==> src/rtl/assert_macros.svh <==
// Assertion macros shared by the decoder modules.
// Each macro expects signals named clk and arst_n in the scope where it is used.
`ifndef ASSERT_MACROS_SVH
`define ASSERT_MACROS_SVH

// The expression holds at every clock edge outside reset.
`define ASSERT_ALWAYS(lbl, expr, msg) \
	lbl: assert property (@(posedge clk) disable iff (!arst_n) (expr)) else $error(msg);

// The consequent holds in the same cycle as the antecedent.
`define ASSERT_IMPLIES(lbl, ante, cons, msg) \
	lbl: assert property (@(posedge clk) disable iff (!arst_n) (ante) |-> (cons)) \
		else $error(msg);

// The consequent holds in the cycle after the antecedent.
`define ASSERT_NEXT(lbl, ante, cons, msg) \
	lbl: assert property (@(posedge clk) disable iff (!arst_n) (ante) |=> (cons)) \
		else $error(msg);

`endif

==> src/rtl/b64d_pkg.sv <==
`timescale 1ns / 1ps
package b64d_pkg;

	// Result status codes.
	typedef enum logic [1:0] {
		ST_OK      = 2'd0,
		ST_BADCHAR = 2'd1,
		ST_BADLEN  = 2'd2,
		ST_BADPAD  = 2'd3
	} status_t;

	// Pad character of the alphabet.
	localparam logic [7:0] PAD_CHAR = 8'h3D;

	// Depth of the group record queue between the front and the back.
	localparam int QUEUE_DEPTH = 4;
	localparam int QUEUE_AW = $clog2(QUEUE_DEPTH);

	// One transaction from the front to the back: a decoded group or an error.
	typedef struct packed {
		logic [23:0] triple;
		logic [1:0]  nbytes;
		status_t     status;
		logic        last;
	} grp_rec_t;

	// Maps a character to {valid, six-bit value}; the pad maps to zero.
	function automatic logic [6:0] b64_map(input logic [7:0] c);
		logic [7:0] d;
		logic [6:0] r;
		d = 8'd0;
		r = 7'd0;
		case (c) inside
			[8'h41:8'h5A]: begin
				d = c - 8'h41;
				r = {1'b1, d[5:0]};
			end
			[8'h61:8'h7A]: begin
				d = c - 8'h61 + 8'd26;
				r = {1'b1, d[5:0]};
			end
			[8'h30:8'h39]: begin
				d = c - 8'h30 + 8'd52;
				r = {1'b1, d[5:0]};
			end
			8'h2B: r = {1'b1, 6'd62};
			8'h2F: r = {1'b1, 6'd63};
			PAD_CHAR: r = {1'b1, 6'd0};
			default: r = 7'd0;
		endcase
		return r;
	endfunction

endpackage

==> src/rtl/b64d_front.sv <==
`timescale 1ns / 1ps
`include "assert_macros.svh"
module b64d_front
	import b64d_pkg::*;
(
	input  logic       clk,
	input  logic       arst_n,
	input  logic       accept,
	input  logic [7:0] char_code,
	input  logic       end_of_text,
	output logic       rec_push,
	output grp_rec_t   rec
);

	logic [17:0] sextets_q;
	logic [1:0]  group_pos_q;
	logic [2:0]  pads_q;
	logic        error_seen_q;

	logic [6:0]  mapped;
	logic        char_ok;
	logic        is_pad;
	logic [2:0]  pads_base;
	logic [2:0]  pads_new;

	// Character classification and the trailing pad run of the group.
	always_comb begin
		mapped    = b64_map(char_code);
		char_ok   = mapped[6];
		is_pad    = (char_code == PAD_CHAR);
		pads_base = (group_pos_q == 2'd0) ? 3'd0 : pads_q;
		if (!is_pad) begin
			pads_new = 3'd0;
		end else if (pads_base != 3'd7) begin
			pads_new = pads_base + 3'd1;
		end else begin
			pads_new = pads_base;
		end
	end

	// Record for the back: a closed group or an error report.
	always_comb begin
		rec_push    = 1'b0;
		rec.triple  = {sextets_q, mapped[5:0]};
		rec.nbytes  = 2'd1;
		rec.status  = ST_OK;
		rec.last    = 1'b1;
		if (accept && !error_seen_q) begin
			if (end_of_text && group_pos_q != 2'd3) begin
				rec_push   = 1'b1;
				rec.triple = 24'd0;
				rec.status = ST_BADLEN;
			end else if (!char_ok) begin
				rec_push   = 1'b1;
				rec.triple = 24'd0;
				rec.status = ST_BADCHAR;
			end else if (group_pos_q == 2'd3) begin
				rec_push = 1'b1;
				if (end_of_text && pads_new > 3'd2) begin
					rec.triple = 24'd0;
					rec.status = ST_BADPAD;
				end else if (end_of_text) begin
					rec.nbytes = 2'd3 - pads_new[1:0];
				end else begin
					rec.nbytes = 2'd3;
					rec.last   = 1'b0;
				end
			end
		end
	end

	// Group state update. An invalid character that is not the final one starts
	// dropping, whatever its place in the group.
	always_ff @(posedge clk or negedge arst_n) begin
		if (!arst_n) begin
			sextets_q    <= 18'd0;
			group_pos_q  <= 2'd0;
			pads_q       <= 3'd0;
			error_seen_q <= 1'b0;
		end else if (accept) begin
			if (error_seen_q || end_of_text || (group_pos_q == 2'd3 && char_ok)) begin
				sextets_q    <= 18'd0;
				group_pos_q  <= 2'd0;
				pads_q       <= 3'd0;
				error_seen_q <= error_seen_q && !end_of_text;
			end else if (!char_ok) begin
				sextets_q    <= 18'd0;
				group_pos_q  <= 2'd0;
				pads_q       <= 3'd0;
				error_seen_q <= 1'b1;
			end else begin
				sextets_q   <= {sextets_q[11:0], mapped[5:0]};
				group_pos_q <= group_pos_q + 2'd1;
				pads_q      <= pads_new;
			end
		end
	end

	// The final character always returns the front to its idle state.
	`ASSERT_NEXT(a_end_clears, accept && end_of_text, group_pos_q == 2'd0 && !error_seen_q, "front state not cleared after end of text")
	// A pad run never reaches past the four characters of one group.
	`ASSERT_ALWAYS(a_pads_bound, pads_q <= 3'd3, "pad run exceeds group")

endmodule

==> src/rtl/b64d_queue.sv <==
`timescale 1ns / 1ps
`include "assert_macros.svh"
module b64d_queue
	import b64d_pkg::*;
(
	input  logic     clk,
	input  logic     arst_n,
	input  logic     push,
	input  grp_rec_t wr_rec,
	input  logic     pop,
	output logic     full,
	output logic     not_empty,
	output grp_rec_t head
);

	grp_rec_t                 slots_q [QUEUE_DEPTH];
	logic [QUEUE_AW-1:0]      wr_ptr_q;
	logic [QUEUE_AW-1:0]      rd_ptr_q;
	logic [QUEUE_AW:0]        count_q;

	assign full      = (count_q == (QUEUE_AW+1)'(QUEUE_DEPTH));
	assign not_empty = (count_q != '0);
	assign head      = slots_q[rd_ptr_q];

	// Record storage.
	always_ff @(posedge clk) begin
		if (push) begin
			slots_q[wr_ptr_q] <= wr_rec;
		end
	end

	// Pointers and fill level.
	always_ff @(posedge clk or negedge arst_n) begin
		if (!arst_n) begin
			wr_ptr_q <= '0;
			rd_ptr_q <= '0;
			count_q  <= '0;
		end else begin
			if (push) begin
				wr_ptr_q <= wr_ptr_q + 1'b1;
			end
			if (pop) begin
				rd_ptr_q <= rd_ptr_q + 1'b1;
			end
			if (push && !pop) begin
				count_q <= count_q + 1'b1;
			end else if (pop && !push) begin
				count_q <= count_q - 1'b1;
			end
		end
	end

	// The front never writes into a full queue, and the back never reads an empty one.
	`ASSERT_IMPLIES(a_no_overflow, full, !push, "push into full record queue")
	`ASSERT_IMPLIES(a_no_underflow, !not_empty, !pop, "pop from empty record queue")

endmodule

==> src/rtl/b64d_back.sv <==
`timescale 1ns / 1ps
`include "assert_macros.svh"
module b64d_back
	import b64d_pkg::*;
(
	input  logic       clk,
	input  logic       arst_n,
	input  logic       rec_valid,
	input  grp_rec_t   head,
	output logic       rec_pop,
	output logic       empty,
	input  logic       pop,
	output logic [7:0] data_byte,
	output logic [1:0] status,
	output logic       final_result
);

	logic [1:0] idx_q;
	logic       out_valid_q;
	logic [7:0] data_q;
	logic [1:0] status_q;
	logic       final_q;

	logic       load;
	logic       last_byte;
	logic [7:0] sel_byte;

	// Pick the next byte of the head record, most significant first.
	always_comb begin
		load      = rec_valid && (!out_valid_q || pop);
		last_byte = (idx_q == head.nbytes - 2'd1);
		rec_pop   = load && last_byte;
		case (idx_q)
			2'd0:    sel_byte = head.triple[23:16];
			2'd1:    sel_byte = head.triple[15:8];
			default: sel_byte = head.triple[7:0];
		endcase
	end

	// Output register and byte counter.
	always_ff @(posedge clk or negedge arst_n) begin
		if (!arst_n) begin
			idx_q       <= 2'd0;
			out_valid_q <= 1'b0;
		end else begin
			if (load) begin
				out_valid_q <= 1'b1;
				idx_q       <= last_byte ? 2'd0 : idx_q + 2'd1;
			end else if (pop) begin
				out_valid_q <= 1'b0;
			end
		end
	end

	always_ff @(posedge clk) begin
		if (load) begin
			data_q   <= sel_byte;
			status_q <= head.status;
			final_q  <= head.last && last_byte;
		end
	end

	assign empty        = !out_valid_q;
	assign data_byte    = data_q;
	assign status       = status_q;
	assign final_result = final_q;

	// Every record carries at least one result, and an error record exactly one final one.
	`ASSERT_IMPLIES(a_rec_nonempty, rec_valid, head.nbytes != 2'd0, "record with no bytes")
	`ASSERT_IMPLIES(a_err_single, rec_valid && head.status != ST_OK, head.nbytes == 2'd1 && head.last, "malformed error record")

endmodule

==> src/rtl/base64_stream_decoder.sv <==
`timescale 1ns / 1ps
// Streaming Base64 decoder (standard alphabet). It takes one character per clock cycle
// through a push/full port, with end_of_text on the last character, and delivers decoded
// bytes, or a single error transaction, through an empty/pop port, one per cycle. The
// front classifies characters and closes a group every fourth character; each group or
// error becomes one record in a four-entry queue, and the back turns a record into up to
// three byte transactions through an output register. Each byte is held in a queue record
// and then in the output register before it reaches the port. Input is taken every cycle
// as long as the back keeps pace, which it does since four characters give at most three
// bytes; when pop stalls, the queue fills and full rises.
module base64_stream_decoder
	import b64d_pkg::*;
(
	input  logic       clk,
	input  logic       arst_n,
	input  logic       push,
	output logic       full,
	input  logic [7:0] char_code,
	input  logic       end_of_text,
	output logic       empty,
	input  logic       pop,
	output logic [7:0] data_byte,
	output logic [1:0] status,
	output logic       final_result
);

	logic     accept;
	logic     rec_push;
	grp_rec_t rec;
	logic     q_full;
	logic     q_not_empty;
	grp_rec_t q_head;
	logic     q_pop;

	assign full   = q_full;
	assign accept = push && !q_full;

	b64d_front u_front (
		.clk         (clk),
		.arst_n      (arst_n),
		.accept      (accept),
		.char_code   (char_code),
		.end_of_text (end_of_text),
		.rec_push    (rec_push),
		.rec         (rec)
	);

	b64d_queue u_queue (
		.clk       (clk),
		.arst_n    (arst_n),
		.push      (rec_push),
		.wr_rec    (rec),
		.pop       (q_pop),
		.full      (q_full),
		.not_empty (q_not_empty),
		.head      (q_head)
	);

	b64d_back u_back (
		.clk          (clk),
		.arst_n       (arst_n),
		.rec_valid    (q_not_empty),
		.head         (q_head),
		.rec_pop      (q_pop),
		.empty        (empty),
		.pop          (pop),
		.data_byte    (data_byte),
		.status       (status),
		.final_result (final_result)
	);

endmodule
==> config.mk <==
export PLATFORM = sky130hd
export DESIGN_NAME = base64_stream_decoder
export DESIGN_NICKNAME = d
export VERILOG_FILES = /design/src/rtl/b64d_pkg.sv /design/src/rtl/b64d_front.sv /design/src/rtl/b64d_queue.sv /design/src/rtl/b64d_back.sv /design/src/rtl/base64_stream_decoder.sv
export VERILOG_INCLUDE_DIRS = /design/src /design/src/rtl
export SDC_FILE = /design/constraint.sdc
export NUM_CORES = 1
export LEC_CHECK = 0
export ABC_CLOCK_PERIOD_IN_PS = 3300
export BUFFER_PORTS_ARGS = -buffer_cell sky130_fd_sc_hd__buf_2
export CAP_MARGIN = 40
export CORE_MARGIN = 3
export CORE_UTILIZATION = 30
export DETAILED_ROUTE_END_ITERATION = 16
export GPL_ROUTABILITY_DRIVEN = 1
export PLACE_DENSITY_LB_ADDON = 0.2
export SYNTH_ARGS = -nofsm -noshare
export SYNTH_HDL_FRONTEND = slang
export SYNTH_SLANG_ARGS = --single-unit
export TNS_END_PERCENT = 100
==> constraint.sdc <==
create_clock -name clk -period 3.3 [get_ports clk]
set_input_delay 0.165 -clock clk [delete_from_list [all_inputs] [get_ports clk]]
set_output_delay 0.165 -clock clk [all_outputs]
set_load 0.005 [all_outputs]
# After elaboration in Yosys (flattened, before gate mapping)
# Memories as Yosys holds them, arrays and structs flattened.
# Cells that the tools add are included.
[op_classes]
n_eq_ne = 10
n_addsub = 14
n_reduce_logical = 29
n_lt_le_gt_ge = 7
mux = 45
[ops]
columns = ["op", "count"]
rows = [
  ["24-bit 2-to-1 mux", 3],
  ["29-bit 2-to-1 mux", 2],
  ["7-bit 2-to-1 mux", 6],
  ["18-bit 2-to-1 mux", 2],
  ["8-bit by 6-bit equality test with 1-bit output, second input constant", 3],
  ["3-bit 2-to-1 mux", 7],
  ["2-bit 2-to-1 mux", 10],
  ["8-bit by 7-bit >= comparator with 1-bit output, second input constant", 2],
  ["8-bit by 7-bit <= comparator with 1-bit output, second input constant", 2],
  ["8-bit one-hot mux with 2 select lines", 1],
  ["1-bit logical AND", 14],
  ["1-bit 2-to-1 mux", 14],
  ["6-bit subtractor, second input constant", 2],
  ["2-bit by 1-bit adder with 2-bit output, second input constant", 4],
  ["8-bit by 6-bit >= comparator with 1-bit output, second input constant", 1],
  ["8-bit by 6-bit <= comparator with 1-bit output, second input constant", 1],
  ["3-bit by 1-bit adder with 3-bit output, second input constant", 2],
  ["6-bit by 5-bit adder with 6-bit output, second input constant", 1],
  ["6-bit adder, second input constant", 1],
  ["1-bit zero test", 6],
  ["6-bit by 1-bit subtractor with 6-bit output, second input constant", 1],
  ["2-bit zero test", 2],
  ["2-bit != test, second input constant", 2],
  ["2-bit nonzero test", 2],
  ["12 further kinds", 14],
]
[word_totals]
wordCells = 118
mem_bits_rw = 116
inputBits = 13
output_inout_bits = 13
memories = 1
reg_bits = 45
[memory_table]
columns = ["memory", "words", "width", "rd", "rd_ports_with_merged_regs", "wr", "line", "source"]
rows = [
  ["u_queue.slots_q", 4, 29, 1, 0, 1, "b64d_queue.sv:16", "grp_rec_t slots_q [QUEUE_DEPTH];"],
]

# Depth between registers and ports, before layout
# Gate-level depths: netlist of the first run.
[logic_depth]
ltp_word = 14
depth_mapped = 14
mapped_depth_nobuf = 13

# Hierarchy
# From an unflattened synthesis of the first run, not the netlist that was laid out.
[unflattened]
cells_unflattened = 450
hier_area_um2 = 7025.5
[by_module_without_submodules]
columns = ["module", "n_inst", "seq_area_each_um2", "area_per_inst_um2", "cells_per_inst"]
rows = [
  ["b64d_queue", 1, 3658.5, 4579.4, 185],
  ["b64d_front", 1, 600.6, 1739.2, 199],
  ["b64d_back", 1, 405.4, 693.2, 65],
  ["base64_stream_decoder", 1, 0.0, 13.8, 1],
]

# Worst setup path after synthesis of the first run
# Ideal clock, no wire load.
[synth_path]
path_type = "input-to-reg"
startpoint = "in char_code[2]"
endpoint = "mem u_queue.slots_q[0][0] (netlist name), enable pin"
t_required_ps = 2911
path_slack_ps = 473
setup_ps = 389
cell_stages = 9
arrival_time_ps = 2439
path_buffers = 1
cell_sequence = "clkbuf_1 > inv_1 > ha_1 > a21boi_1 > o211ai_1 > o21ai_2 > o21ai_1 > a21boi_2 > and2_1"
[synth_between]
elab_chain_len = 12
word_cells_on_any_way = 23
classes_between = "6 x order compare; 3 x eq/ne; 11 x mux; 3 x reduce/logical"
[synth_rtl]
columns = ["element", "line", "source"]
rows = [
  ["start: declaration", "base64_stream_decoder.sv:18", "input logic [7:0] char_code,"],
  ["8-bit by 6-bit equality test with 1-bit output", "b64d_front.sv:28", "mapped = b64_map(char_code);"],
  ["7-bit 2-to-1 mux (5 in series)", "b64d_pkg.sv:33", "case (c) inside"],
  ["7-bit 2-to-1 mux *", "b64d_pkg.sv:33", ""],
  ["1-bit 2-to-1 mux *", "b64d_front.sv:53", "end else if (!char_ok) begin"],
  ["1-bit 2-to-1 mux *", "b64d_front.sv:49", "if (end_of_text && group_pos_q != 2'd3) begin"],
  ["1-bit 2-to-1 mux *", "b64d_front.sv:48", "if (accept && !error_seen_q) begin"],
  ["named net rec_push", "base64_stream_decoder.sv:28", "logic rec_push;"],
  ["1-bit 2-to-1 mux *", "b64d_queue.sv:27", "if (push) begin"],
  ["1-bit 2-to-1 mux (implied by the code) *", "b64d_queue.sv:28", "slots_q[wr_ptr_q] <= wr_rec;"],
  ["end: declaration", "b64d_queue.sv:16", ""],
]
# The timed path passes the listed nets; every way through them passes the cells marked *.

# Final worst setup path of the first run
[layout_path]
startpoint = "reg u_queue.rd_ptr_q[0]"
endpoint = "reg u_queue.count_q[2]"
[layout_between]
elab_chain_len = 7
word_cells_on_any_way = 9
classes_between = "1 x add/sub; 1 x eq/ne; 1 x mux; 5 x reduce/logical; 1 x memory"
[layout_rtl]
columns = ["element", "line", "source"]
rows = [
  ["start: declaration", "b64d_queue.sv:18", "logic [QUEUE_AW-1:0] rd_ptr_q;"],
  ["start signal: assignment", "b64d_queue.sv:43", "rd_ptr_q <= rd_ptr_q + 1'b1;"],
  ["memory read 4 x 29 bit *", "--", ""],
  ["2-bit by 1-bit subtractor with 2-bit output *", "b64d_back.sv:31", "last_byte = (idx_q == head.nbytes - 2'd1);"],
  ["2-bit equality test *", "b64d_back.sv:31", ""],
  ["1-bit logical AND *", "b64d_back.sv:32", "rec_pop = load && last_byte;"],
  ["1-bit zero test", "b64d_queue.sv:45", "if (push && !pop) begin"],
  ["1-bit logical AND", "b64d_queue.sv:45", ""],
  ["3-bit 2-to-1 mux / 2-bit nonzero test (equally long branches)", "--", ""],
  ["end signal: assignment", "b64d_queue.sv:46", "count_q <= count_q + 1'b1;"],
  ["end signal: assignment", "b64d_queue.sv:48", "count_q <= count_q - 1'b1;"],
  ["end: declaration", "b64d_queue.sv:19", "logic [QUEUE_AW:0] count_q;"],
]
# Every way passes the cells marked *; elsewhere a longest branch is shown, timed or not.
# A chain may end at the register's enable or synchronous reset.

==> flow_metrics.tcl, run 1 <==
set metrics [dict create \
    synth.most_common_cell "edfxtp_1" \
    outcome "finished, final reports clean" \
    start_util_pct 31.03 \
    worstPathCellList "mux4_2 > xnor2_2 > nor2_1 > a22oi_2 > nand2b_1 > ha_1 > inv_1 > fa_1 > xor2_1 > nor2_1 > xor2_1" \
    cp_slowest_cell "mux4_2" \
    cp-start-kind "flop" \
    yosysWarnings 0 \
    synth_top_area_share_pct 53.31 \
    core_area_mm2 0.02305 \
    drtIter0Drc 259 \
    clock_skew_ns 0.008760 \
    overflow 0 \
    critical_path_required_ns 3.64 \
    slew_headroom_pct 52.72 \
    synth_edf_count 127 \
    grt_pass1_vias 4167 \
    syn-num-nets 496 \
    synth-seq-cells 161 \
    p_leak_uw 0.002942 \
    io_buffers 25 \
    netlist_area_mm2 0.007154 \
    post_cts_buffers 0 \
    routedWlPerCell_um 18.03 \
    dieArea_mm2 0.02574 \
    holdCritPathClass "in -> async" \
    clockBufferDepth 2 \
    synth-seq-area-share_pct 65.20 \
    vias 3936 \
    clk_pin_slew_worst_paths_ns 0.06 \
    drt_wl_total_um 14930 \
    clk_latency_ns 0.42 \
    cts_num_sinks 161 \
    die_h_um 160.4 \
    finalHoldViolCount 0 \
    rrSetupSlack_ns 0.32 \
    whs_ns 0.2129 \
    viasPerCell 4.754 \
    cts_tree "built" \
    first_pass_iters 4 \
    syn-mean-instance-area_um2 15.42 \
    fin_crit_sh_pct 90.19 \
    ir_drop_mv 0.2649 \
    worst_path_largest_cell_delay_ns 0.57 \
    critPathArrivalTime_ns 3.32 \
    cts_buffers 17 \
    drc 0 \
    diodes 0 \
    nNetsFinal 535 \
    grt_max_degree 30 \
    dp.final_hpwl_um 9545 \
    cts_root_buffer "clkbuf_16" \
    grt_pass1_wl_um 23920 \
    synth_area_leader_cell "edfxtp_1" \
    gp_congestion 0.8003 \
    min_period_ns 2.976 \
    fmax_ghz 0.3360 \
    slew_viol_final 0 \
    grt_antenna_before_repair 0 \
    setup_viol 0 \
    num-fill-cells 2202 \
    track_usage_pct 12.07 \
    endpoint_kind "flop" \
    areaGrowthSynthToFinish_pct 15.83 \
    tightest_slew_ns 0.7027 \
    detail-route-antenna-nets 0 \
    drv_cap 0 \
    die_w_um 160.4 \
    p_per_area_mw_per_mm2 738.9 \
    crit_type "reg -> reg" \
    rsz0062_at_grt "no" \
    timing.rr.end "u_queue.count_q[2]$_DFFE_PN0P_" \
    synthArstFlopShare_pct 21.12 \
    reg2regPathDepth 11 \
    syn_inst 464 \
    drive_above_1_share_pct 21.36 \
    r2r-start "u_queue.rd_ptr_q[0]$_DFFE_PN0P_" \
    pin_count 26 \
    synthTopCellsByArea "edfxtp_1, dfrtp_1, mux4_2, ha_1, and2_1" \
    synth.distinct_cells 59 \
    fin_tns_setup_ns 0 \
    htree_levels 4 \
    synth_common_cells "edfxtp_1, dfrtp_1, mux4_2, o21ai_0, inv_1" \
    synth_flop_cell "edfxtp_1" \
    path_max_fanout 8 \
    rows 55 \
]
cell type report:
| cell class | count | area [µm²] | area share (%) |
|---|---|---|---|
| Clock inverter | 14 | 116.4 | 1.404 |
| Clock buffer | 17 | 425.4 | 5.134 |
| Timing Repair Buffer | 41 | 322.8 | 3.896 |
| Inverter | 27 | 101.3 | 1.223 |
| Tap cell | 313 | 391.6 | 4.726 |
| Sequential cell | 161 | 4666 | 56.30 |
| Multi-Input combinational cell | 255 | 2263 | 27.31 |
per-layer routing:
metal	share of wire (%)	GRT usage (%)	vias to the layer above	wire length (µm)
met3	3.2	3.198	8	484
met1	47	16.09	2005	6964
met2	49	19.54	67	7332
met5	0	0	-	0
li1	-	-	1856	-
met4	1.0	3.353	0	150
flip-flops by register name, indices dropped and copies added, names as in the netlist, 2 cells and up:
name                 count
u_queue.slots_q        116
u_front.sextets_q       18
u_back.data_byte         8
u_front.pads_q           3
u_queue.count_q          3
u_back.idx_q             2
u_back.status            2
u_front.group_pos_q      2
u_queue.rd_ptr_q         2
u_queue.wr_ptr_q         2
layout by cell type, fill, tap and decap left out, types with 12 or more instances in the layout:
| cell | netlist | final |
|---|---|---|
| edfxtp_1 | 127 | 127 |
| dfrtp_1 | 34 | 33 |
| mux4_2 | 29 | 29 |
| o21ai_0 | 29 | 29 |
| inv_1 | 27 | 27 |
| and2_1 | 26 | 26 |
| buf_2 | 7 | 25 |
| nor2_1 | 18 | 18 |
| ha_1 | 18 | 18 |
| clkbuf_16 | 0 | 17 |
| a22o_1 | 15 | 15 |
| nand3_1 | 14 | 14 |
| nand2_1 | 12 | 12 |
cells by family (layout without fill, tap and decap cells):
| family | Yosys count | count (layout) | synth area share [%] |
|---|---|---|---|
| simple gates | 101 | 101 | 8.062 |
| flops | 161 | 161 | 65.20 |
| compound gates | 92 | 92 | 9.059 |
| buf+inv | 48 | 99 | 3.218 |
| mux | 32 | 32 | 9.584 |
| xor+xnor | 11 | 11 | 1.452 |
| fa+ha+maj | 19 | 19 | 3.428 |
how the worst max path moves through the flow:
stage / endpoint / slack [ns] / start / cells past startpoint
after global routing: u_queue.count_q[2]$_DFFE_PN0P_ / 0.11 / u_queue.rd_ptr_q[0]$_DFFE_PN0P_ / 11
after global placement: u_queue.count_q[2]$_DFFE_PN0P_ / 0.41 / u_queue.rd_ptr_q[0]$_DFFE_PN0P_ / 11
after detailed placement: u_queue.count_q[2]$_DFFE_PN0P_ / 0.32 / u_queue.rd_ptr_q[0]$_DFFE_PN0P_ / 11
final: u_queue.count_q[2]$_DFFE_PN0P_ / 0.32 / u_queue.rd_ptr_q[0]$_DFFE_PN0P_ / 11
after floorplan: u_queue.slots_q[0][0]$_DFFE_PP_ / 0.47 / char_code[2] / 9
after CTS: u_queue.count_q[2]$_DFFE_PN0P_ / 0.31 / u_queue.rd_ptr_q[0]$_DFFE_PN0P_ / 11
worst max-delay path: cells and delay by family (launching register included):
| family | cells | cell delay, ns |
|---|---|---|
| multiplexers | 1 | 0.57 |
| adder cells (fa/ha/maj) | 2 | 0.58 |
| XOR/XNOR | 3 | 0.50 |
| AO/OA/AOI/OAI | 1 | 0.28 |
| AND/OR/NAND/NOR | 3 | 0.41 |
| buffers and inverters | 1 | 0.06 |
| flip-flops | 1 | 0.50 |
repair_timing:
| action | 4_1_cts | 5_1_grt |
|---|---|---|
| resized for setup | 0 | 0 |
| hold buffers | 3 | 0 |
| hold endpoints to repair | 14 | 0 |
metrics by stage:
| step | power [µW] | instance area, µm² | setup WS, ns | std cells | util (%) |
|---|---|---|---|---|---|
| floorplan | 3842 | 7154 | 0.4727 | 464 | - |
| global route | 6467 | 8287 | 0.1062 | 828 | 35.95 |
| global placement | 4370 | 7687 | 0.4145 | 793 | 33.35 |
| detailed placement | 4416 | 7715 | 0.3232 | 794 | 33.47 |
| finish | 6123 | 8287 | 0.3237 | 828 | 35.95 |
| CTS | 6233 | 8287 | 0.3089 | 828 | 35.95 |
power by group:
part / total (µW) / switching [µW] / internal (µW)
combinational: 1610 / 879 / 726
clock: 1810 / 778 / 1030
sequential: 2710 / 141 / 2570
total: 6120 / 1800 / 4320
(Power assumes the default switching activity.)
==> run 2, diff against run 1 <==
REMOVE_ABC_BUFFERS = 1   (was not set)
==> run 2 against run 1 <==
  * Power is 6.0% higher
  * Critical endpoint unchanged
  * Register-to-register slack better by 0.08 ns
  * Cell area is 1.4% higher
  * Cell count is 0.36% higher
  * Global-route usage hardly changed
  * Clock skew is 0.0030 ns lower
  * Largest power group unchanged
==> flow_metrics.tcl, run 2 (synthesis results as in run 1) <==
set metrics [dict create \
    slew_viol_final 0 \
    power.switching_uw 1771 \
    largest_reg_flops 116 \
    clock_skew_ns 0.005736 \
    detail-route-antenna-nets 0 \
    ir_drop_mv 0.3531 \
    pin_count 26 \
    die_h_um 160.4 \
    cts_buffers 17 \
    intPower_uw 4721 \
    drive_above_1_share_pct 21.62 \
    sw_frac_of_total_pct 27.28 \
    dpl_worst_slack_ns 0.2031 \
    largest-register "u_queue.slots_q" \
    tightest_slew_ns 0.7084 \
    grt.met3_usage_pct 2.192 \
    cts_tree "built" \
    pwr-share-seq_pct 41.6 \
    grt_antenna_before_repair 0 \
    mostFrequentLayoutCells "edfxtp_1, dfrtp_1, mux4_2, o21ai_0, inv_1" \
    cts_resized 0 \
    grt_max_degree 30 \
    grt_pass1_vias 4251 \
    path_max_fanout 7 \
    track_usage_pct 12.03 \
    dpl_cell_area_mm2 0.007722 \
    min_period_ns 2.895 \
    diodes 0 \
    start_util_pct 31.03 \
    crit_type "reg -> reg" \
    ctsHoldBuffers 3 \
    htree_levels 4 \
    critical_path_required_ns 3.64 \
    slew_headroom_pct 52.77 \
    grt.busiest_layer "met2" \
    routedWlPerCell_um 18.00 \
    areaGrowthSynthToFinish_pct 17.42 \
    whs_ns 0.1927 \
    drtIter0Drc 263 \
    fmax_ghz 0.3454 \
    clockBufferDepth 2 \
    cts_root_buffer "clkbuf_16" \
    outcome "finished, final reports clean" \
    rows 55 \
    layout_commonest_cell "edfxtp_1" \
    nNetsFinal 537 \
    holdCritPathClass "in -> async" \
    fin_crit_sh_pct 87.74 \
    multiInputGateArea_mm2 0.002263 \
    drc 0 \
    grtUsageMet2_pct 20.21 \
    critPathArrivalTime_ns 3.24 \
    endpoint_kind "flop" \
    fin_tns_setup_ns 0 \
    core_area_mm2 0.02305 \
    die_w_um 160.4 \
    viasPerCell 4.871 \
    finalHoldViolCount 0 \
    power_frac_comb_pct 25.2 \
    fin_ws_ns 0.4045 \
    rsz0062_at_grt "no" \
    grt_pass1_wl_um 23920 \
    num-fill-cells 2166 \
    p_clk_share_pct 33.2 \
    gp_congestion 0.8009 \
    drt_wl_total_um 14960 \
    p_per_area_mw_per_mm2 772.9 \
    clk_pin_slew_worst_paths_ns 0.06 \
    post_cts_buffers 0 \
    clk_latency_ns 0.42 \
    final_area_mm2 0.008401 \
    reg2regPathDepth 11 \
    io_buffers 25 \
    setup_viol 0 \
    cp-start-kind "flop" \
    vias 4048 \
    overflow 0 \
    dieArea_mm2 0.02574 \
    dp.final_hpwl_um 9527 \
    p_leak_uw 0.002998 \
    cts_num_sinks 161 \
    first_pass_iters 5 \
    seq_area_mm2 0.004666 \
    drv_cap 0 \
    met1_usage_pct 15.85 \
]
## run 2: cell count changes in the layout (fill, tap and decap cells not counted), sizes merged
| cell | delta |
|---|---|
| clkbuf | +2 |
| inv | -3 |
| buf | +2 |
| clkinv | -3 |
| bufinv | +5 |
## run 2: metrics by stage
step	instances	power (µW)	utilization [%]
after global placement	795	4394	33.41
after CTS	831	6593	36.44
final	831	6493	36.44
after detailed placement	796	4427	33.50
after global routing	831	6832	36.44
after floorplan	443	3787	-
## run 2: cell type report
type | instances | share of cell area [%]
Clock buffer | 19 | 5.153
Clock inverter | 13 | 2.562
Inverter | 27 | 1.206
Multi-Input combinational cell | 255 | 26.94
Sequential cell | 161 | 55.54
Tap cell | 313 | 4.662
Timing Repair Buffer | 43 | 3.932
## run 2: worst paths after layout
path                                                       from                                to  slack, ns
worst min-delay path                                     arst_n       u_back.idx_q[0]$_DFFE_PN0P_       0.19
min in group clk                                           push  u_front.error_seen_q$_DFFE_PN0P_       0.22
worst max-delay path            u_queue.rd_ptr_q[0]$_DFFE_PN0P_    u_queue.count_q[2]$_DFFE_PN0P_       0.40
worst min register to register   u_queue.count_q[2]$_DFFE_PN0P_    u_queue.count_q[2]$_DFFE_PN0P_       0.50
max in group asynchronous                                arst_n  u_front.sextets_q[3]$_DFFE_PN0P_       2.66
worst max register to register  u_queue.rd_ptr_q[0]$_DFFE_PN0P_    u_queue.count_q[2]$_DFFE_PN0P_       0.40
## run 2: metal layers
layer / up-vias / share of wire, %
met5: - / 0
met4: 0 / 1.4
met3: 16 / 3.0
met2: 87 / 50
met1: 2083 / 46
li1: 1862 / -
## run 2: power by group through the flow
stage          sequential (µW)  combinational, µW  clock [µW]
2_1_floorplan             2840                950           0
3_3_place_gp              2730               1660           0
3_5_place_dp              2750               1680           0
4_1_cts                   2710               1680        2200
5_1_grt                   2730               1820        2280
6_report                  2700               1630        2160
## run 2: critical path: stages, from the launching register on
cell	delay, ns
dfrtp_2	0.47
mux4_2	0.55
xnor2_2	0.17
nor2_1	0.08
a22oi_2	0.27
nand2b_1	0.21
ha_1	0.20
inv_1	0.06
fa_1	0.37
xor2_1	0.17
nor2_1	0.12
xor2_1	0.15
